[src/slrg_pkg.sv]
`default_nettype none
// ----------------------------------------------------------------------------
// Shuffled Lehmer generator package
// Shared widths, constants, codes and the table access type.
// ----------------------------------------------------------------------------
package slrg_pkg;

  localparam int VALUE_W    = 31;
  localparam int ADDR_MAX_W = 8;

  typedef logic [VALUE_W-1:0]    value_t;
  typedef logic [ADDR_MAX_W-1:0] addr_t;

  localparam logic [14:0]  LEHMER_MUL = 15'd16807;
  localparam value_t       LEHMER_MOD = 31'h7FFF_FFFF;

  localparam logic MODE_DRAW   = 1'b0;
  localparam logic MODE_RESEED = 1'b1;

  typedef struct packed {
    logic   we;
    addr_t  waddr;
    value_t wdata;
    logic   re;
    addr_t  raddr;
  } mem_req_t;

endpackage
`default_nettype wire

[src/slrg_if.sv]
`default_nettype none
// ----------------------------------------------------------------------------
// Shuffled Lehmer generator channels
// Valid/ready channels for request and result transactions.
// ----------------------------------------------------------------------------
interface slrg_in_if;
  logic              valid;
  logic              ready;
  logic              mode;
  slrg_pkg::value_t  range_limit;

  modport source (output valid, output mode, output range_limit, input ready);
  modport sink   (input valid, input mode, input range_limit, output ready);
endinterface

interface slrg_out_if;
  logic              valid;
  logic              ready;
  slrg_pkg::value_t  raw_value;
  slrg_pkg::value_t  scaled_value;

  modport source (output valid, output raw_value, output scaled_value, input ready);
  modport sink   (input valid, input raw_value, input scaled_value, output ready);
endinterface
`default_nettype wire

[src/slrg_lehmer.sv]
`default_nettype none
// ----------------------------------------------------------------------------
// Lehmer step unit
// Registers 16807 * x, then folds the product modulo 2^31 - 1.
// ----------------------------------------------------------------------------
module slrg_lehmer (
  input  logic             clk,
  input  slrg_pkg::value_t x,
  output slrg_pkg::value_t y
);

  logic [45:0] prod;
  logic [31:0] fold_sum;

  always_ff @(posedge clk) begin
    prod <= 46'(x) * 46'(slrg_pkg::LEHMER_MUL);
  end

  always_comb begin
    fold_sum = {1'b0, prod[30:0]} + 32'(prod[45:31]);
    if (fold_sum >= {1'b0, slrg_pkg::LEHMER_MOD}) begin
      y = 31'(fold_sum - {1'b0, slrg_pkg::LEHMER_MOD});
    end else begin
      y = fold_sum[30:0];
    end
  end

endmodule
`default_nettype wire

[src/slrg_table.sv]
`default_nettype none
// ----------------------------------------------------------------------------
// Shuffle table
// Synchronous memory with registered read data; unwritten entries read zero.
// ----------------------------------------------------------------------------
module slrg_table #(
  parameter int DEPTH = 32
) (
  input  logic               clk,
  input  logic               rst,
  input  slrg_pkg::mem_req_t req,
  output slrg_pkg::value_t   rdata
);

  localparam int AW = (DEPTH > 1) ? $clog2(DEPTH) : 1;

  slrg_pkg::value_t mem [DEPTH];
  logic [DEPTH-1:0] written;
  slrg_pkg::value_t rd_q;
  logic             rd_written;

  always_ff @(posedge clk) begin
    if (req.we) begin
      mem[req.waddr[AW-1:0]] <= req.wdata;
    end
    if (req.re) begin
      rd_q <= mem[req.raddr[AW-1:0]];
    end
  end

  always_ff @(posedge clk) begin
    if (rst) begin
      written    <= '0;
      rd_written <= 1'b0;
    end else begin
      if (req.we) begin
        written[req.waddr[AW-1:0]] <= 1'b1;
      end
      if (req.re) begin
        rd_written <= written[req.raddr[AW-1:0]];
      end
    end
  end

  assign rdata = rd_written ? rd_q : '0;

endmodule
`default_nettype wire

[src/slrg_scale.sv]
`default_nettype none
// ----------------------------------------------------------------------------
// Range scaler
// Registers limit * raw, then divides the product exactly by 2^31 - 1.
// ----------------------------------------------------------------------------
module slrg_scale (
  input  logic             clk,
  input  logic             load,
  input  slrg_pkg::value_t limit,
  input  slrg_pkg::value_t raw,
  output slrg_pkg::value_t scaled
);

  logic [61:0] prod;
  logic [31:0] part_sum;
  logic [31:0] quot;

  always_ff @(posedge clk) begin
    if (load) begin
      prod <= 62'(limit) * 62'(raw);
    end
  end

  // With p = h * 2^31 + l, p / M = h + (h + l) / M, and h + l stays below 2M + 1.
  always_comb begin
    part_sum = {1'b0, prod[61:31]} + {1'b0, prod[30:0]};
    if (part_sum >= {slrg_pkg::LEHMER_MOD, 1'b0}) begin
      quot = {1'b0, prod[61:31]} + 32'd2;
    end else if (part_sum >= {1'b0, slrg_pkg::LEHMER_MOD}) begin
      quot = {1'b0, prod[61:31]} + 32'd1;
    end else begin
      quot = {1'b0, prod[61:31]};
    end
  end

  assign scaled = quot[30:0];

endmodule
`default_nettype wire

[src/shuffled_lehmer_random_generator.sv]
`default_nettype none
// ----------------------------------------------------------------------------
// Shuffled Lehmer random generator
// A draw gives a valid result after the steps multiply, fold with slot pick,
// table read, table write with scaling and result load; no new transaction is
// taken until the draw is done. A held result stalls the last step.
// A reseed alternates the multiply and fold steps until its warm-up count ends.
// Reset loads seed and generator with 1, clears last output to zero and makes every table entry read zero.
// ----------------------------------------------------------------------------
module shuffled_lehmer_random_generator #(
  parameter int TABLE_SIZE = 32
) (
  input  logic             clk,
  input  logic             rst,
  input  logic             cfg_write_en,
  input  slrg_pkg::value_t cfg_write_data,
  slrg_in_if.sink          in_ch,
  slrg_out_if.source       out_ch
);

  localparam int AW = (TABLE_SIZE > 1) ? $clog2(TABLE_SIZE) : 1;
  localparam int QW = $clog2(TABLE_SIZE) + 1;
  localparam int WW = $clog2(TABLE_SIZE + 8);
  localparam longint SLOT_DIV = 1 + (2147483646 / TABLE_SIZE);
  localparam int SLOT_SHIFT = slrg_pkg::VALUE_W + $clog2(SLOT_DIV);
  // The rounded-up reciprocal gives the exact quotient for every 31-bit value.
  localparam logic [31:0] SLOT_RECIP =
    32'(((longint'(1) << SLOT_SHIFT) + SLOT_DIV - 1) / SLOT_DIV);
  localparam logic [WW-1:0] WARM_INIT = WW'(TABLE_SIZE + 7);
  localparam logic [QW-1:0] SLOT_MAX  = QW'(TABLE_SIZE - 1);

  typedef enum logic [2:0] {
    S_IDLE,
    S_MUL,
    S_FOLD,
    S_READ,
    S_UPDATE,
    S_SCALE
  } state_t;

  state_t             state;
  logic               reseeding;
  slrg_pkg::value_t   seed;
  slrg_pkg::value_t   lehmer;
  slrg_pkg::value_t   last_output;
  slrg_pkg::value_t   range_reg;
  logic [WW-1:0]      warm_cnt;
  logic [QW-1:0]      quot;
  logic               out_valid;
  slrg_pkg::value_t   out_raw;
  slrg_pkg::value_t   out_scaled;

  slrg_pkg::value_t   adv_y;
  slrg_pkg::value_t   tbl_rdata;
  slrg_pkg::value_t   scaled;
  slrg_pkg::mem_req_t tbl_req;
  logic [QW-1:0]      slot_sat;
  logic [62:0]        slot_prod;

  slrg_lehmer u_lehmer (
    .clk (clk),
    .x   (lehmer),
    .y   (adv_y)
  );

  slrg_table #(
    .DEPTH (TABLE_SIZE)
  ) u_table (
    .clk   (clk),
    .rst   (rst),
    .req   (tbl_req),
    .rdata (tbl_rdata)
  );

  slrg_scale u_scale (
    .clk    (clk),
    .load   (state == S_UPDATE),
    .limit  (range_reg),
    .raw    (tbl_rdata),
    .scaled (scaled)
  );

  assign slot_sat  = (quot >= QW'(TABLE_SIZE)) ? SLOT_MAX : quot;
  assign slot_prod = 63'(last_output) * 63'(SLOT_RECIP);

  always_comb begin
    tbl_req = '0;
    case (state)
      S_FOLD: begin
        if (reseeding && (warm_cnt < WW'(TABLE_SIZE))) begin
          tbl_req.we    = 1'b1;
          tbl_req.waddr = slrg_pkg::addr_t'(warm_cnt[AW-1:0]);
          tbl_req.wdata = adv_y;
        end
      end
      S_READ: begin
        tbl_req.re    = 1'b1;
        tbl_req.raddr = slrg_pkg::addr_t'(slot_sat[AW-1:0]);
      end
      S_UPDATE: begin
        tbl_req.we    = 1'b1;
        tbl_req.waddr = slrg_pkg::addr_t'(slot_sat[AW-1:0]);
        tbl_req.wdata = lehmer;
      end
      default: begin
        tbl_req = '0;
      end
    endcase
  end

  always_ff @(posedge clk) begin
    if (rst) begin
      state       <= S_IDLE;
      reseeding   <= 1'b0;
      seed        <= 31'd1;
      lehmer      <= 31'd1;
      last_output <= '0;
      warm_cnt    <= '0;
      out_valid   <= 1'b0;
    end else begin
      if (cfg_write_en) begin
        seed <= cfg_write_data;
      end
      if (out_valid && out_ch.ready && (state != S_SCALE)) begin
        out_valid <= 1'b0;
      end
      case (state)
        S_IDLE: begin
          if (in_ch.valid) begin
            range_reg <= in_ch.range_limit;
            if (in_ch.mode == slrg_pkg::MODE_RESEED) begin
              reseeding <= 1'b1;
              lehmer    <= seed;
              warm_cnt  <= WARM_INIT;
            end else begin
              reseeding <= 1'b0;
            end
            state <= S_MUL;
          end
        end
        S_MUL: begin
          state <= S_FOLD;
        end
        S_FOLD: begin
          lehmer <= adv_y;
          if (reseeding) begin
            if (warm_cnt == '0) begin
              last_output <= adv_y;
              state       <= S_IDLE;
            end else begin
              warm_cnt <= warm_cnt - 1'b1;
              state    <= S_MUL;
            end
          end else begin
            quot  <= QW'(slot_prod >> SLOT_SHIFT);
            state <= S_READ;
          end
        end
        S_READ: begin
          state <= S_UPDATE;
        end
        S_UPDATE: begin
          last_output <= tbl_rdata;
          state       <= S_SCALE;
        end
        S_SCALE: begin
          if (!out_valid || out_ch.ready) begin
            out_valid  <= 1'b1;
            out_raw    <= last_output;
            out_scaled <= scaled;
            state      <= S_IDLE;
          end
        end
        default: begin
          state <= S_IDLE;
        end
      endcase
    end
  end

  assign in_ch.ready         = (state == S_IDLE);
  assign out_ch.valid        = out_valid;
  assign out_ch.raw_value    = out_raw;
  assign out_ch.scaled_value = out_scaled;

`ifndef SYNTH
  a_slot_in_range: assert property (@(posedge clk) disable iff (rst)
    (state == S_READ) |-> (slot_sat < QW'(TABLE_SIZE)))
    else $error("Table slot out of range.");

  a_lehmer_reduced: assert property (@(posedge clk) disable iff (rst)
    (state == S_FOLD) |=> (lehmer != slrg_pkg::LEHMER_MOD))
    else $error("Generator state not reduced modulo 2^31 - 1.");

  a_result_from_scale: assert property (@(posedge clk) disable iff (rst)
    $rose(out_valid) |-> ($past(state) == S_SCALE))
    else $error("Result loaded outside the scale step.");
`endif

endmodule
`default_nettype wire
[src/flat_wrapper.sv]
// flat-port wrapper written by rule: the top's interface ports become plain ports
module shuffled_lehmer_random_generator_flat 
#(
  parameter int TABLE_SIZE = 32
)
  (clk, rst, cfg_write_en, cfg_write_data, in_ch_valid, in_ch_mode, in_ch_range_limit, in_ch_ready, out_ch_valid, out_ch_raw_value, out_ch_scaled_value, out_ch_ready);
  slrg_in_if in_ch_i ();
  slrg_out_if out_ch_i ();
  input  logic clk;
  input  logic rst;
  input  logic cfg_write_en;
  input  slrg_pkg::value_t cfg_write_data;
  input wire logic [$bits(in_ch_i.valid)-1:0] in_ch_valid;
  input wire logic [$bits(in_ch_i.mode)-1:0] in_ch_mode;
  input wire logic [$bits(in_ch_i.range_limit)-1:0] in_ch_range_limit;
  output wire logic [$bits(in_ch_i.ready)-1:0] in_ch_ready;
  output wire logic [$bits(out_ch_i.valid)-1:0] out_ch_valid;
  output wire logic [$bits(out_ch_i.raw_value)-1:0] out_ch_raw_value;
  output wire logic [$bits(out_ch_i.scaled_value)-1:0] out_ch_scaled_value;
  input wire logic [$bits(out_ch_i.ready)-1:0] out_ch_ready;
  assign in_ch_i.valid = in_ch_valid;
  assign in_ch_i.mode = in_ch_mode;
  assign in_ch_i.range_limit = in_ch_range_limit;
  assign in_ch_ready = in_ch_i.ready;
  assign out_ch_valid = out_ch_i.valid;
  assign out_ch_raw_value = out_ch_i.raw_value;
  assign out_ch_scaled_value = out_ch_i.scaled_value;
  assign out_ch_i.ready = out_ch_ready;
  shuffled_lehmer_random_generator #(.TABLE_SIZE(TABLE_SIZE)) u_core (.clk(clk), .rst(rst), .cfg_write_en(cfg_write_en), .cfg_write_data(cfg_write_data), .in_ch(in_ch_i), .out_ch(out_ch_i));
endmodule
[config.mk]
export PLATFORM = sky130hd
export DESIGN_NAME = shuffled_lehmer_random_generator_flat
export DESIGN_NICKNAME = d
export VERILOG_FILES = /design/src/slrg_pkg.sv /design/src/slrg_if.sv /design/src/slrg_lehmer.sv /design/src/slrg_table.sv /design/src/slrg_scale.sv /design/src/shuffled_lehmer_random_generator.sv /design/src/flat_wrapper.sv
export SDC_FILE = /design/constraint.sdc
export NUM_CORES = 2
export LEC_CHECK = 0
export BUFFER_PORTS_ARGS = -buffer_cell sky130_fd_sc_hd__buf_2
export CORE_MARGIN = 1
export CORE_UTILIZATION = 40
export CTS_BUF_LIST = sky130_fd_sc_hd__clkbuf_2
export CTS_CLUSTER_DIAMETER = 60
export DETAILED_ROUTE_END_ITERATION = 7
export PLACE_DENSITY = 0.58
export SLEW_MARGIN = 20
export SYNTH_ARGS = -nofsm -noshare
export SYNTH_HDL_FRONTEND = slang
export SYNTH_SLANG_ARGS = --single-unit
[constraint.sdc]
create_clock -name clk -period 10.3 [get_ports clk]
set_clock_uncertainty 0.1 [all_clocks]
set_input_delay 0 -clock clk [delete_from_list [all_inputs] [get_ports clk]]
set_output_delay 0 -clock clk [all_outputs]
set_load 0.05 [all_outputs]
==> flow_metrics.env <==
export IMPL_largest_reg_flops=992
export IMPL_p_leak_uw=0.0454
export IMPL_initial_utilization_pct=40.4
export IMPL_cp_start_kind="flip-flop"
export IMPL_syn_num_nets=9780
export IMPL_gr_total_overflow=0
export IMPL_timing_rr_start="u_core.u_table.rd_written"
export IMPL_dp_slack_ps=1050
export IMPL_ir_worst_vdd_uv=152
export IMPL_synth_area_leaders="edfxtp_1, fa_1, ha_1, nand2_1, and3_1"
export IMPL_wl_met2_mm=142
export IMPL_final_cell_area_um2=105000
export IMPL_pin_count=132
export IMPL_hold_viol_final=0
export IMPL_clockBufferDepth=4
export IMPL_grt_pass1_vias=69000
export IMPL_yosysUniqueCellTypes=99
export IMPL_cts_made_buffers=373
export IMPL_cts_sinks=1366
export IMPL_min_to="u_core.out_ch.raw_value[30]"
export IMPL_relSlewSlack_pct=20.6
export IMPL_wl_met1_mm=126
export IMPL_seqCellArea_um2=39200
export IMPL_post_drt_wl_per_cell_um=25.1
export IMPL_track_usage_pct=25.3
export IMPL_yosysWarnings=0
export IMPL_rsz0062_at_grt="false"
export IMPL_crit_fanout=56
export IMPL_setup_slack_ps=1010
export IMPL_synth_top_area_share_pct=37.6
export IMPL_first_pass_iters=8
export IMPL_wl_met3_mm=23.1
export IMPL_r2r_end="u_core.u_scale.prod[58]"
export IMPL_max_freq_mhz=108
export IMPL_routabilityCongestion=0.951
export IMPL_avgSynthCellArea_um2=11.4
export IMPL_die_area_um2=238000
export IMPL_holdWs_ps=211
export IMPL_reg2reg_depth=27
export IMPL_yosysSeqAreaShare_pct=41.5
export IMPL_first_iter_violations=6048
export IMPL_rows=177
export IMPL_clkLatencyLatePin_ps=1840
export IMPL_worst_r2r_setup_slack_ps=1010
export IMPL_drive_gt1_share_pct=12.5
export IMPL_synth_edf_count=1183
export IMPL_holdPathStages=6
export IMPL_tightest_slew_ps=1160
export IMPL_drt_wl_total_mm=303
export IMPL_yosys_area_top_type="edfxtp_1"
export IMPL_arrival_ps=10700
export IMPL_antenna_left=0
export IMPL_synth_area_um2=94400
export IMPL_numPortBuffers=131
export IMPL_period_share_pct=90.1
export IMPL_top_layer="met5"
export IMPL_grt_pass1_wl_mm=447
export IMPL_viasPerCell=5.60
export IMPL_max_cap_violations=0
export IMPL_fin_nets=10200
export IMPL_synth_common_cells="edfxtp_1, nand2_1, fa_1, inv_1, and3_1"
export IMPL_cellPowerDensity_nw_per_um2=140
export IMPL_setup_viol=0
export IMPL_synth_main_ff_cell="edfxtp_1"
export IMPL_synth_most_common_cell="edfxtp_1"
export IMPL_grt_max_degree=122
export IMPL_die_h_um=488
export IMPL_hp_class="input pin to flip-flop"
export IMPL_place_area_um2=99000
export IMPL_multiInputGateArea_um2=50100
export IMPL_antenna_found_initial=12
export IMPL_ys_ff_latch=1366
export IMPL_fillerInstances=21600
export IMPL_clockRootBuffer="clkbuf_2"
export IMPL_drc=0
export IMPL_netlist_instances=8248
export IMPL_core_um2=234000
export IMPL_fin_tns_setup_ps=0
export IMPL_status="finished, final reports clean"
export IMPL_dp_hpwl_mm=205
export IMPL_cts_tree="built"
export IMPL_clkTransAtPathRegs_ps=120
export IMPL_power_uw=14700
export IMPL_htreeDepth=5
export IMPL_worstHoldStart="out_ch_ready"
export IMPL_cp_end_kind="flip-flop"
export IMPL_drv_slew=0
export IMPL_crit_type="flip-flop to flip-flop"
export IMPL_syn_to_final_growth_pct=11.2
export IMPL_async_flop_share_pct=0
export IMPL_chipWidth_um=488
export IMPL_via_count=67600
export IMPL_fin_crit_ps=9290
export IMPL_crit_required_ps=11720
## stage by stage
stage | util, % | cells
2_1_floorplan | - | 8248
3_3_place_gp | 42.4 | 11200
3_5_place_dp | 42.4 | 11200
4_1_cts | 44.9 | 12100
5_1_grt | 44.9 | 12100
6_report | 44.9 | 12100
## report_power, final
group | leakage, µW | total (µW) | internal [µW] | switching (µW)
logic | 0.0322 | 4480 | 1660 | 2820
registers | 0.0107 | 6390 | 6150 | 245
clock network | 0.00246 | 3810 | 1520 | 2290
total | 0.0454 | 14700 | 9330 | 5360
## kinds of logic after synthesis
family          after synthesis  share of synthesized area, %
simple gates               2477                          12.7
buf+inv                    1488                          5.96
fa+ha+maj                  1464                          27.1
flops                      1366                          41.5
compound gates             1036                          7.70
mux                         243                          3.41
xor+xnor                    174                          1.61
## worst max path at each step
stage	startpoint	to
finish	u_core.u_table.rd_written	u_core.u_scale.prod[58]
global placement	u_core.u_table.rd_written	u_core.u_scale.prod[58]
global route	u_core.u_table.rd_written	u_core.u_scale.prod[58]
detailed placement	u_core.u_table.rd_written	u_core.u_scale.prod[58]
floorplan	u_core.u_table.rd_written	u_core.u_scale.prod[58]
CTS	u_core.u_table.rd_q[16]	u_core.u_scale.prod[58]
## area by class of cell
type,count,area share (%)
well taps,3132,3.73
inverters,960,3.44
diodes,15,0.0357
clock buffers,535,2.55
flip-flops and latches,1366,37.3
repair buffers,600,4.75
multi-input cells,5394,47.7
clock inverters,80,0.462
## layer usage
metal	vias up	global-route usage, %
met1	34500	33.3
met5	-	0
met3	601	4.92
met2	2909	41.1
li1	29700	-
met4	6	10.3
## worst max-delay path, cell delays in order (launching register included)
cell and delay [ps]:
dfxtp_4 800, buf_4 530, and2_1 590, nand2_1 170, fa_1 570, fa_1 500
inv_1 50, fa_1 390, fa_1 430, fa_1 450, fa_1 500, fa_1 490
inv_1 50, fa_1 480, inv_1 50, ha_1 390, a21oi_1 230, o21a_1 140
o21ai_0 90, a21o_1 190, a211o_1 290, a21oi_1 140, buf_4 190, o2111ai_1 140
a21oi_1 440, nor3_1 110, o41ai_1 400, xnor2_1 120
## repair_timing
item | CTS | global route
setup endpoints to repair | 0 | 0
buffers inserted | 0 | 0
hold endpoints to repair | 266 | 0
hold buffers | 270 | 0
gates resized for setup | 0 | 0
## placed cells by master, fill, tap and decap left out, drive strengths merged, types with 255 or more instances in the layout
master and n:
edfxtp 1183, nand2 1142, fa 972, inv 962, and3 619, clkbuf 535, ha 492, buf 332
dlygate4sd3 268, nor2 255
No activity file was read; power rests on OpenSTA's default activity.
